## config.mk

```make
export PLATFORM = sky130hd
export DESIGN_NAME = smsel_cell
export DESIGN_NICKNAME = d
export VERILOG_FILES = /design/src/rtl/core/smsel_pkg.sv /design/src/rtl/core/smsel_cell.sv
export SDC_FILE = /design/constraint.sdc
export NUM_CORES = 1
export LEC_CHECK = 0
export ABC_AREA = 1
export BUFFER_PORTS_ARGS = -buffer_cell sky130_fd_sc_hd__buf_4
export CAP_MARGIN = 30
export CORE_MARGIN = 10
export CORE_UTILIZATION = 25
export DETAILED_ROUTE_END_ITERATION = 10
export SLEW_MARGIN = 20
export SYNTH_ARGS = -nofsm -noshare
export SYNTH_HDL_FRONTEND = slang
export SYNTH_SLANG_ARGS = --single-unit
```

## constraint.sdc

```tcl
create_clock -name clk -period 4 [get_ports clk]
set_clock_uncertainty 0.15 [all_clocks]
set_input_delay 0.6 -clock clk [delete_from_list [all_inputs] [get_ports clk]]
set_output_delay 0.6 -clock clk [all_outputs]
set_load 0.05 [all_outputs]
```

## src/rtl/core/smsel_pkg.sv

```systemverilog
// ---------------------------------------------------------------------------
// smsel_pkg: shared types and constants for the streaming median selector
// Transaction structs, action codes and the per-cell operation code.
// ---------------------------------------------------------------------------
`default_nettype none

package smsel_pkg;

	localparam int VAL_W            = 32;
	localparam int CNT_W            = 11;
	localparam int DEF_CAPACITY     = 1024;
	localparam int DEF_VALUE_WIDTH  = 32;

	typedef enum logic {
		ACT_ADD    = 1'b0,
		ACT_FINISH = 1'b1
	} action_t;

	typedef enum logic [1:0] {
		OP_HOLD   = 2'd0,
		OP_INSERT = 2'd1,
		OP_SHIFT  = 2'd2
	} cell_op_t;

	typedef struct packed {
		action_t            action;
		logic [VAL_W-1:0]   value;
		logic               value_is_null;
	} cmd_t;

	typedef struct packed {
		logic [VAL_W-1:0]   median;
		logic               empty_res;
		logic [CNT_W-1:0]   count;
		logic               overflow;
	} res_t;

endpackage

`default_nettype wire

```

## src/rtl/core/smsel_cell.sv

```systemverilog
// ---------------------------------------------------------------------------
// smsel_cell: one slot of the sorted insertion chain
// Holds one value; inserts, shifts from its neighbours or holds.
// ---------------------------------------------------------------------------
`default_nettype none

module smsel_cell #(
	parameter int IDX = 0,
	parameter int CW  = 11,
	parameter int DW  = 32
) (
	input  wire logic                clk,
	input  wire smsel_pkg::cell_op_t op,
	input  wire logic [DW-1:0]       din,
	input  wire logic [CW-1:0]       count,
	input  wire logic [DW-1:0]       left_val,
	input  wire logic                left_gt,
	input  wire logic [DW-1:0]       right_val,
	output logic [DW-1:0]            val,
	output logic                     gt
);

	logic occ;
	logic at_end;

	// slot is occupied when it lies below the fill count
	assign occ    = (count > CW'(IDX));
	assign at_end = (count == CW'(IDX));
	assign gt     = occ && (val > din);

	always_ff @(posedge clk) begin
		unique case (op)
			smsel_pkg::OP_INSERT: begin
				// open a gap: larger values move one slot up
				if (left_gt) begin
					val <= left_val;
				end else if (gt || at_end) begin
					val <= din;
				end
			end
			smsel_pkg::OP_SHIFT: begin
				val <= right_val;
			end
			default: begin
				val <= val;
			end
		endcase
	end

endmodule

`default_nettype wire

```

==> results of run 1 <==
cells by family (layout without fill, tap and decap cells):
group                      after synthesis  in the layout  share of synthesized area, %
buffers and inverters                   55            193                          9.09
DFF                                     32             32                          37.5
and+or+nand+nor                         99             99                          15.6
adders and majority gates               32             32                          15.6
AOI/OAI and AO/OA                       81             81                          22.1
power groups by stage:
| stage | clock network (mW) | logic (mW) | registers (mW) |
|---|---|---|---|
| 2_1_floorplan | 0 | 0.165 | 0.530 |
| 3_3_place_gp | 0 | 0.432 | 0.432 |
| 3_5_place_dp | 0 | 0.434 | 0.434 |
| 4_1_cts | 0.258 | 0.436 | 0.426 |
| 5_1_grt | 0.275 | 0.473 | 0.430 |
| 6_report | 0.243 | 0.427 | 0.426 |
cells in the mapped netlist (2+ instances only):
cell type  instances  area share, %
nor2_2             5            1.2
nand2_1           76             11
buf_4              2           0.59
o21a_1            32            9.4
ha_1              32             16
nand4_1            2           0.49
nor4_1             2           0.49
clkbuf_1           2           0.29
inv_1             38            5.6
edfxtp_1          32             38
nor2_1            11            1.6
buf_2              9            1.8
a31oi_1            2           0.49
o211ai_1          30            8.8
inv_2              2           0.29
a21oi_1           14            2.7
stage by stage:
stage	hold slack (ns)	setup WS, ns	power, mW	cell area [µm²]
after CTS	0.438	1.16	1.12	3820
after floorplan	0.650	1.10	0.696	2560
final	0.450	1.22	1.10	3820
after detailed placement	0.740	0.950	0.868	3730
after global placement	0.735	1.02	0.864	3730
after global routing	0.431	0.996	1.18	3820
per-layer routing:
metal / vias up / GRT usage (%) / wire [µm] / share of wire, %
met1: 1106 / 12.6 / 3470 / 42
li1: 1305 / - / - / -
met5: - / 0 / 0 / 0
met4: 0 / 2.68 / 42 / 0.51
met2: 83 / 17.9 / 3910 / 48
met3: 2 / 4.65 / 747 / 9.1
worst max path at each step:
stage	slack (ns)	endpoint	startpoint	depth (start not counted)
floorplan	1.10	gt	val[23]	9
global placement	1.02	val[26]	din[31]	13
detailed placement	0.95	val[30]	din[31]	13
CTS	1.16	gt	din[31]	12
global route	1.0	gt	val[31]	10
finish	1.22	gt	din[31]	12
worst max-delay path, cell delays in order:
cell	delay [ns]
buf_4	0.08
inv_1	0.05
ha_1	0.29
nand2_1	0.08
nor2_2	0.12
nand2_1	0.12
nor2_2	0.16
nand2_1	0.07
nand2_1	0.05
nand2_1	0.07
nor2_1	0.12
buf_4	0.22
final cells by class:
class                      count  share of cell area (%)
multi-input combinational    212                    35.9
inverter                      41                    4.03
sequential                    32                    25.2
tap                          133                    4.36
timing repair buffer         144                    28.3
clock buffer                   5                    1.80
clock inverter                 3                   0.361
==> flow_summary.html, run 1 <==
<table>
<tr><th>Metric</th><th>Value</th></tr>
<tr><th colspan="2">Synthesis</th></tr>
<tr><td>Yosys reg bits</td><td>32</td></tr>
<tr><td>Warnings from Yosys</td><td>0</td></tr>
<tr><td>Proportion of synthesized flip-flops having asynchronous set or reset</td><td>0%</td></tr>
<tr><td>Netlist area before placement</td><td>2560 µm²</td></tr>
<tr><td>Number of flops mapped to enable cells by yosys</td><td>32</td></tr>
<tr><td>Top FF cell, synth</td><td>edfxtp_1</td></tr>
<tr><td>Synthesized area per cell</td><td>8.56 µm²</td></tr>
<tr><td>Number of instances in the synthesized netlist</td><td>299</td></tr>
<tr><td>Synthesized net count</td><td>442</td></tr>
<tr><td>Share of the yosys chip area belonging to registers</td><td>37.5%</td></tr>
<tr><td>Number of distinct library cells after synthesis</td><td>24</td></tr>
<tr><th colspan="2">Layout</th></tr>
<tr><td>Largest register by flop count</td><td>val</td></tr>
<tr><td>Registers with the most flip-flops</td><td>val: 32 flops</td></tr>
<tr><td>Number of filler instances in the final layout</td><td>1016</td></tr>
<tr><td>FF+latch area</td><td>961 µm²</td></tr>
<tr><td>Number of nets in the final layout</td><td>579</td></tr>
<tr><td>Layout Utilization</td><td>38.7%</td></tr>
<tr><td>Layout overhead on the synthesized area</td><td>49.1%</td></tr>
<tr><td>Flip-flop count of the largest register, all copies and words added</td><td>32</td></tr>
<tr><td>Highest-count cells in the layout ignoring fill and taps</td><td>buf_4 (144), nand2_1 (74), inv_1 (38)</td></tr>
<tr><td>Multi-input gate area in the final layout</td><td>1370 µm²</td></tr>
<tr><td>Fraction of layout cells with a size suffix above 1</td><td>36.8%</td></tr>
<tr><td>Number of antenna cells inserted</td><td>0</td></tr>
<tr><td>Non-filler cells in the finished layout</td><td>570</td></tr>
<tr><td>Most frequent standard cell in the layout excluding fill and tap cells</td><td>buf_4</td></tr>
<tr><th colspan="2">Critical path</th></tr>
<tr><td>Kind of launch point of the worst setup path</td><td>input pin</td></tr>
<tr><td>Data arrival at the endpoint of the critical path</td><td>2.03 ns</td></tr>
<tr><td>Type of element capturing the critical path</td><td>primary output</td></tr>
<tr><td>Destination of the worst register-to-register timing path</td><td>val[24]</td></tr>
<tr><td>Depth of the worst register-to-register path</td><td>11</td></tr>
<tr><td>Flop-to-flop setup slack</td><td>1.38 ns</td></tr>
<tr><td>Worst Path Required</td><td>3.25 ns</td></tr>
<tr><td>Crit Path Category</td><td>in -&gt; out</td></tr>
<tr><td>Startpoint of the worst-slack reg-to-reg timing path</td><td>val[31]</td></tr>
<tr><td>Largest fanout of any net on the critical path</td><td>2</td></tr>
<tr><th colspan="2">Placed design</th></tr>
<tr><td>Total of buffers placed on input and output ports</td><td>143</td></tr>
<tr><td>Placer Congestion</td><td>0.754</td></tr>
<tr><td>Placed Cells</td><td>562</td></tr>
<tr><td>DP Wirelength</td><td>6740 µm</td></tr>
<tr><th colspan="2">Detailed routing</th></tr>
<tr><td>Routed len/inst</td><td>14.3 µm</td></tr>
<tr><td>Antenna-violating nets left</td><td>0</td></tr>
<tr><td>Vias after detailed routing</td><td>2496</td></tr>
<tr><td>Number of detailed-routing iterations run before antenna repair</td><td>4</td></tr>
<tr><td>Number of DRC markers after the initial detailed-route iteration</td><td>75</td></tr>
<tr><td>DR vias/cell</td><td>4.38</td></tr>
<tr><td>DRC</td><td>0</td></tr>
<tr><td>Detailed Route WL</td><td>8170 µm</td></tr>
<tr><th colspan="2">STA</th></tr>
<tr><td>Max Freq</td><td>359 MHz</td></tr>
<tr><td>Count of endpoints failing hold in the final timing report</td><td>0</td></tr>
<tr><td># setup viols final</td><td>0</td></tr>
<tr><td>Worst slew margin relative to its limit</td><td>45.3%</td></tr>
<tr><td>Final worst path period share</td><td>69.6%</td></tr>
<tr><td>Min cycle time layout</td><td>2.78 ns</td></tr>
<tr><td>Final Max Slew Viols</td><td>0</td></tr>
<tr><td>Setup Total Neg Slack</td><td>0 ns</td></tr>
<tr><td>Slew at the pin with the worst max-slew slack</td><td>0.817 ns</td></tr>
<tr><td>Unrepaired setup endpoints after global routing</td><td>no</td></tr>
<tr><th colspan="2">Clock tree</th></tr>
<tr><td>Clock Path Buffers</td><td>2</td></tr>
<tr><td>Number of levels in the clock H-tree</td><td>2</td></tr>
<tr><td>Setup fix buffers added after clock tree synthesis</td><td>0</td></tr>
<tr><td>Gates resized, CTS repair</td><td>0</td></tr>
<tr><td>Post-cts hold buffer count</td><td>0</td></tr>
<tr><td>Root Buffer</td><td>clkbuf_8</td></tr>
<tr><td>Clock transition time at the flip-flop clock pins of the worst setup and hold paths</td><td>0.07 ns</td></tr>
<tr><td>Insertion delay to the later sink of the worst-skew pair</td><td>0.28 ns</td></tr>
<tr><td>Number of CTS-inserted buffers</td><td>5</td></tr>
<tr><td>Clock tree from TritonCTS</td><td>built</td></tr>
<tr><td>Number of sinks driven by the clock tree</td><td>32</td></tr>
<tr><th colspan="2">Die</th></tr>
<tr><td>Number of I/O pins</td><td>144</td></tr>
<tr><td>Die Outline Area</td><td>14700 µm²</td></tr>
<tr><td>Die Wd</td><td>121 µm</td></tr>
<tr><td>Core area</td><td>9860 µm²</td></tr>
<tr><td>Starting density of the core</td><td>26.0%</td></tr>
<tr><td>Placement Rows</td><td>36</td></tr>
<tr><td>Height of the die</td><td>121 µm</td></tr>
<tr><th colspan="2">Global routing</th></tr>
<tr><td>Wire length of the first global-routing pass</td><td>12900 µm</td></tr>
<tr><td>Maximum number of pins on one net before global-route repair</td><td>65</td></tr>
<tr><td>Initial antenna violation count</td><td>0</td></tr>
<tr><td>Number of global-route vias before repair</td><td>2669</td></tr>
<tr><td>Leftover overflow at the end of global routing</td><td>0</td></tr>
<tr><td>GR Util All Layers</td><td>10.8%</td></tr>
<tr><th colspan="2">Power</th></tr>
<tr><td>Flop pwr share</td><td>38.9%</td></tr>
<tr><td>Part of the total power dissipated in combinational logic</td><td>38.9%</td></tr>
<tr><td>Standby leakage power</td><td>1.84 nW</td></tr>
<tr><td>Internal power consumption</td><td>0.709 mW</td></tr>
<tr><td>Clock share of power</td><td>22.2%</td></tr>
<tr><td>Worst VDD drop</td><td>126 µV</td></tr>
<tr><td>Switch share</td><td>35.2%</td></tr>
<tr><td>Switching power of the nets</td><td>0.386 mW</td></tr>
<tr><td>Power per Cell Area</td><td>287 nW/µm²</td></tr>
<tr><th colspan="2">Outcome</th></tr>
<tr><td>Result of the run</td><td>finished, final reports clean</td></tr>
<tr><th colspan="2">Job</th></tr>
<tr><td>Count of maximum capacitance violations</td><td>0</td></tr>
<tr><th colspan="2">Min path</th></tr>
<tr><td>Startpoint of the lowest-slack hold path</td><td>right_val[21]</td></tr>
<tr><td>Min-delay worst type</td><td>in -&gt; reg</td></tr>
<tr><td>Instance count along the most critical hold path</td><td>2</td></tr>
<tr><td>Worst Hold End</td><td>val[21]</td></tr>
</table>
No activity file was read; power rests on OpenSTA's default activity.
==> run 2: changes to the inputs <==
==> constraint.sdc (replaced) <==
create_clock -name clk -period 2.5 [get_ports clk]
set_clock_uncertainty 0.15 [all_clocks]
set_input_delay 0.375 -clock clk [delete_from_list [all_inputs] [get_ports clk]]
set_output_delay 0.375 -clock clk [all_outputs]
set_load 0.05 [all_outputs]
==> flow_summary.html, run 2 (synthesis results as in run 1) <==
<table>
<tr><th>Metric</th><th>Value</th></tr>
<tr><th colspan="2">Outcome</th></tr>
<tr><td>Result of the run</td><td>finished, final reports clean</td></tr>
<tr><th colspan="2">Layout</th></tr>
<tr><td>Highest-count cells in the layout ignoring fill and taps</td><td>buf_4 (164), nand2_1 (67), inv_1 (38), o21a_1 (32), edfxtp_1 (32)</td></tr>
<tr><td>Flip-flop count of the largest register, all copies and words added</td><td>32 (unchanged)</td></tr>
<tr><td>Registers with the most flip-flops</td><td>val: 32 flops</td></tr>
<tr><td>Number of antenna cells inserted</td><td>0 (unchanged)</td></tr>
<tr><td>Layout overhead on the synthesized area</td><td>63.7%</td></tr>
<tr><td>Fraction of layout cells with a size suffix above 1</td><td>43.9% (+7.0 points)</td></tr>
<tr><td>Most frequent standard cell in the layout excluding fill and tap cells</td><td>buf_4</td></tr>
<tr><td>Largest register by flop count</td><td>val</td></tr>
<tr><td>Number of filler instances in the final layout</td><td>985 (-3.1%)</td></tr>
<tr><td>Number of nets in the final layout</td><td>600 (+3.6%)</td></tr>
<tr><td>Layout Cell Area excl Fill</td><td>4190 µm² (+9.8%)</td></tr>
<tr><th colspan="2">Detailed routing</th></tr>
<tr><td>Routed len/inst</td><td>15.0 µm (+4.4%)</td></tr>
<tr><td>DR vias/cell</td><td>4.40 (+0.39%)</td></tr>
<tr><td>Antenna-violating nets left</td><td>0 (unchanged)</td></tr>
<tr><td>Number of DRC markers after the initial detailed-route iteration</td><td>65 (-13%)</td></tr>
<tr><td>Detailed Route WL</td><td>8850 µm (+8.3%)</td></tr>
<tr><td>Number of detailed-routing iterations run before antenna repair</td><td>4 (unchanged)</td></tr>
<tr><td>DRC</td><td>0 (unchanged)</td></tr>
<tr><td>Vias after detailed routing</td><td>2598 (+4.1%)</td></tr>
<tr><th colspan="2">Die</th></tr>
<tr><td>Die Outline Area</td><td>14700 µm² (unchanged)</td></tr>
<tr><td>Core area</td><td>9860 µm² (unchanged)</td></tr>
<tr><td>Die Wd</td><td>121 µm (unchanged)</td></tr>
<tr><td>Starting density of the core</td><td>26.0% (unchanged)</td></tr>
<tr><td>Placement Rows</td><td>36 (unchanged)</td></tr>
<tr><td>Number of I/O pins</td><td>144 (unchanged)</td></tr>
<tr><td>Height of the die</td><td>121 µm (unchanged)</td></tr>
<tr><th colspan="2">Min path</th></tr>
<tr><td>Min-delay worst type</td><td>in -&gt; reg</td></tr>
<tr><th colspan="2">Global routing</th></tr>
<tr><td>GR Util All Layers</td><td>11.0% (+0.22 points)</td></tr>
<tr><td>Leftover overflow at the end of global routing</td><td>0 (unchanged)</td></tr>
<tr><td>Initial antenna violation count</td><td>0 (unchanged)</td></tr>
<tr><td>Number of global-route vias before repair</td><td>2663 (-0.22%)</td></tr>
<tr><td>Maximum number of pins on one net before global-route repair</td><td>39 (-40%)</td></tr>
<tr><td>Wire length of the first global-routing pass</td><td>13100 µm (+2.0%)</td></tr>
<tr><th colspan="2">Critical path</th></tr>
<tr><td>Most used cell along the critical path</td><td>nand2_1</td></tr>
<tr><td>Worst Path Required</td><td>1.98 ns (-1.27 ns)</td></tr>
<tr><td>Ordered cell list for the critical path</td><td>ha_4 &gt; nand2_1 &gt; nor2_2 &gt; nand2_4 &gt; nor2_4 &gt; nand2_1 &gt; nand2_1 &gt; nand2_2 &gt; nor2_4 &gt; buf_8</td></tr>
<tr><td>Slowest cell on the critical path</td><td>edfxtp_1</td></tr>
<tr><td>Type of element capturing the critical path</td><td>primary output</td></tr>
<tr><td>Largest incremental delay on the critical path</td><td>0.42 ns (+0.13 ns)</td></tr>
<tr><td>Crit Path Category</td><td>reg -&gt; out</td></tr>
<tr><td>Data arrival at the endpoint of the critical path</td><td>1.93 ns (-0.10 ns)</td></tr>
<tr><td>Kind of launch point of the worst setup path</td><td>register</td></tr>
<tr><td>Largest fanout of any net on the critical path</td><td>2 (unchanged)</td></tr>
<tr><th colspan="2">STA</th></tr>
<tr><td># setup viols final</td><td>0 (unchanged)</td></tr>
<tr><td>Worst slew margin relative to its limit</td><td>74.0% (+29 points)</td></tr>
<tr><td>Max Freq</td><td>407 MHz</td></tr>
<tr><td>Setup Total Neg Slack</td><td>0 ns (unchanged)</td></tr>
<tr><td>Final Max Slew Viols</td><td>0 (unchanged)</td></tr>
<tr><td>Unrepaired setup endpoints after global routing</td><td>yes</td></tr>
<tr><td>Count of endpoints failing hold in the final timing report</td><td>0 (unchanged)</td></tr>
<tr><td>Slew at the pin with the worst max-slew slack</td><td>0.389 ns (-0.428 ns)</td></tr>
<tr><td>Final worst path period share</td><td>98.2%</td></tr>
<tr><td>Min cycle time layout</td><td>2.46 ns</td></tr>
<tr><th colspan="2">Placed design</th></tr>
<tr><td>Placer Congestion</td><td>0.784 (+3.9%)</td></tr>
<tr><td>DP Wirelength</td><td>6970 µm (+3.5%)</td></tr>
<tr><td>Total of buffers placed on input and output ports</td><td>143 (unchanged)</td></tr>
<tr><td>Post-placement cell area</td><td>3760 µm² (+0.80%)</td></tr>
<tr><th colspan="2">Clock tree</th></tr>
<tr><td>Number of levels in the clock H-tree</td><td>2 (unchanged)</td></tr>
<tr><td>Clock Path Buffers</td><td>2 (unchanged)</td></tr>
<tr><td>Clock tree from TritonCTS</td><td>built</td></tr>
<tr><td>Insertion delay to the later sink of the worst-skew pair</td><td>0.28 ns (about the same)</td></tr>
<tr><td>Number of sinks driven by the clock tree</td><td>32 (unchanged)</td></tr>
<tr><td>Post-cts hold buffer count</td><td>0 (unchanged)</td></tr>
<tr><td>Number of CTS-inserted buffers</td><td>5 (unchanged)</td></tr>
<tr><td>Clock transition time at the flip-flop clock pins of the worst setup and hold paths</td><td>0.07 ns (about the same)</td></tr>
<tr><td>Root Buffer</td><td>clkbuf_8</td></tr>
<tr><th colspan="2">Power</th></tr>
<tr><td>Power per Cell Area</td><td>445 nW/µm² (+55%)</td></tr>
<tr><td>Standby leakage power</td><td>1.97 nW (+6.9%)</td></tr>
<tr><td>Overall Power</td><td>1.86 mW (+70%)</td></tr>
<tr><td>Worst VDD drop</td><td>194 µV (+54%)</td></tr>
<tr><th colspan="2">Job</th></tr>
<tr><td>Count of maximum capacitance violations</td><td>0 (unchanged)</td></tr>
</table>
==> run 2: layer usage <==
layer	global-route usage (%)	vias up	part of all wire, %
met3	4.75	2	9.3
li1	-	1352	-
met1	13.0	1163	42
met2	18.0	81	48
met5	0	-	0
met4	2.91	0	0.54
==> run 2: worst max-delay path, delay by kind of cell (launching register included) <==
kind | cells | cell delay (ns)
AND/OR/NAND/NOR | 8 | 0.80
flip-flops | 1 | 0.42
adder cells (fa/ha/maj) | 1 | 0.29
buffers and inverters | 1 | 0.15
==> run 2: timing repair <==
action	4_1_cts	5_1_grt
setup buffers	3	16
gates resized for setup	5	25
pin swaps	7	22
setup endpoints to repair	1	33
hold endpoints to repair	0	0
==> run 2: final timing paths <==
path / startpoint / to / slack, ns / cells after the start
max: val[27] / gt / 0.04 / 10
min: right_val[26] / val[26] / 0.23 / 2
max reg2reg: val[27] / val[25] / 0.21 / 11
min reg2reg: val[16] / val[6] / 1.35 / 8
==> run 2: metrics by stage <==
step                setup WS, ns  hold slack, ns  util, %  cells
floorplan                 0.0440           0.425        -    299
global placement          0.0335           0.514     38.2    565
detailed placement       0.00186           0.514     38.2    565
CTS                      0.00281           0.219     39.4    575
global route             -0.0989           0.217     42.5    591
finish                    0.0447           0.230     42.5    591
==> run 2: power by group <==
| part | leakage, nW | switching (mW) | total [mW] | internal, mW |
|---|---|---|---|---|
| Combinational | 1.62 | 0.434 | 0.792 | 0.358 |
| Clock | 0.0399 | 0.190 | 0.384 | 0.194 |
| Sequential | 0.307 | 0.0308 | 0.687 | 0.656 |
| Total | 1.97 | 0.655 | 1.86 | 1.21 |
==> run 2: layout make-up <==
cell class	instances	area, µm²	share of cell area, %
Clock buffer	7	76.3	1.82
Timing Repair Buffer	165	1250	29.7
Sequential cell	32	961	22.9
Clock inverter	1	3.75	0.0896
Tap cell	133	166	3.97
Multi-Input combinational cell	212	1580	37.8
Inverter	41	154	3.67
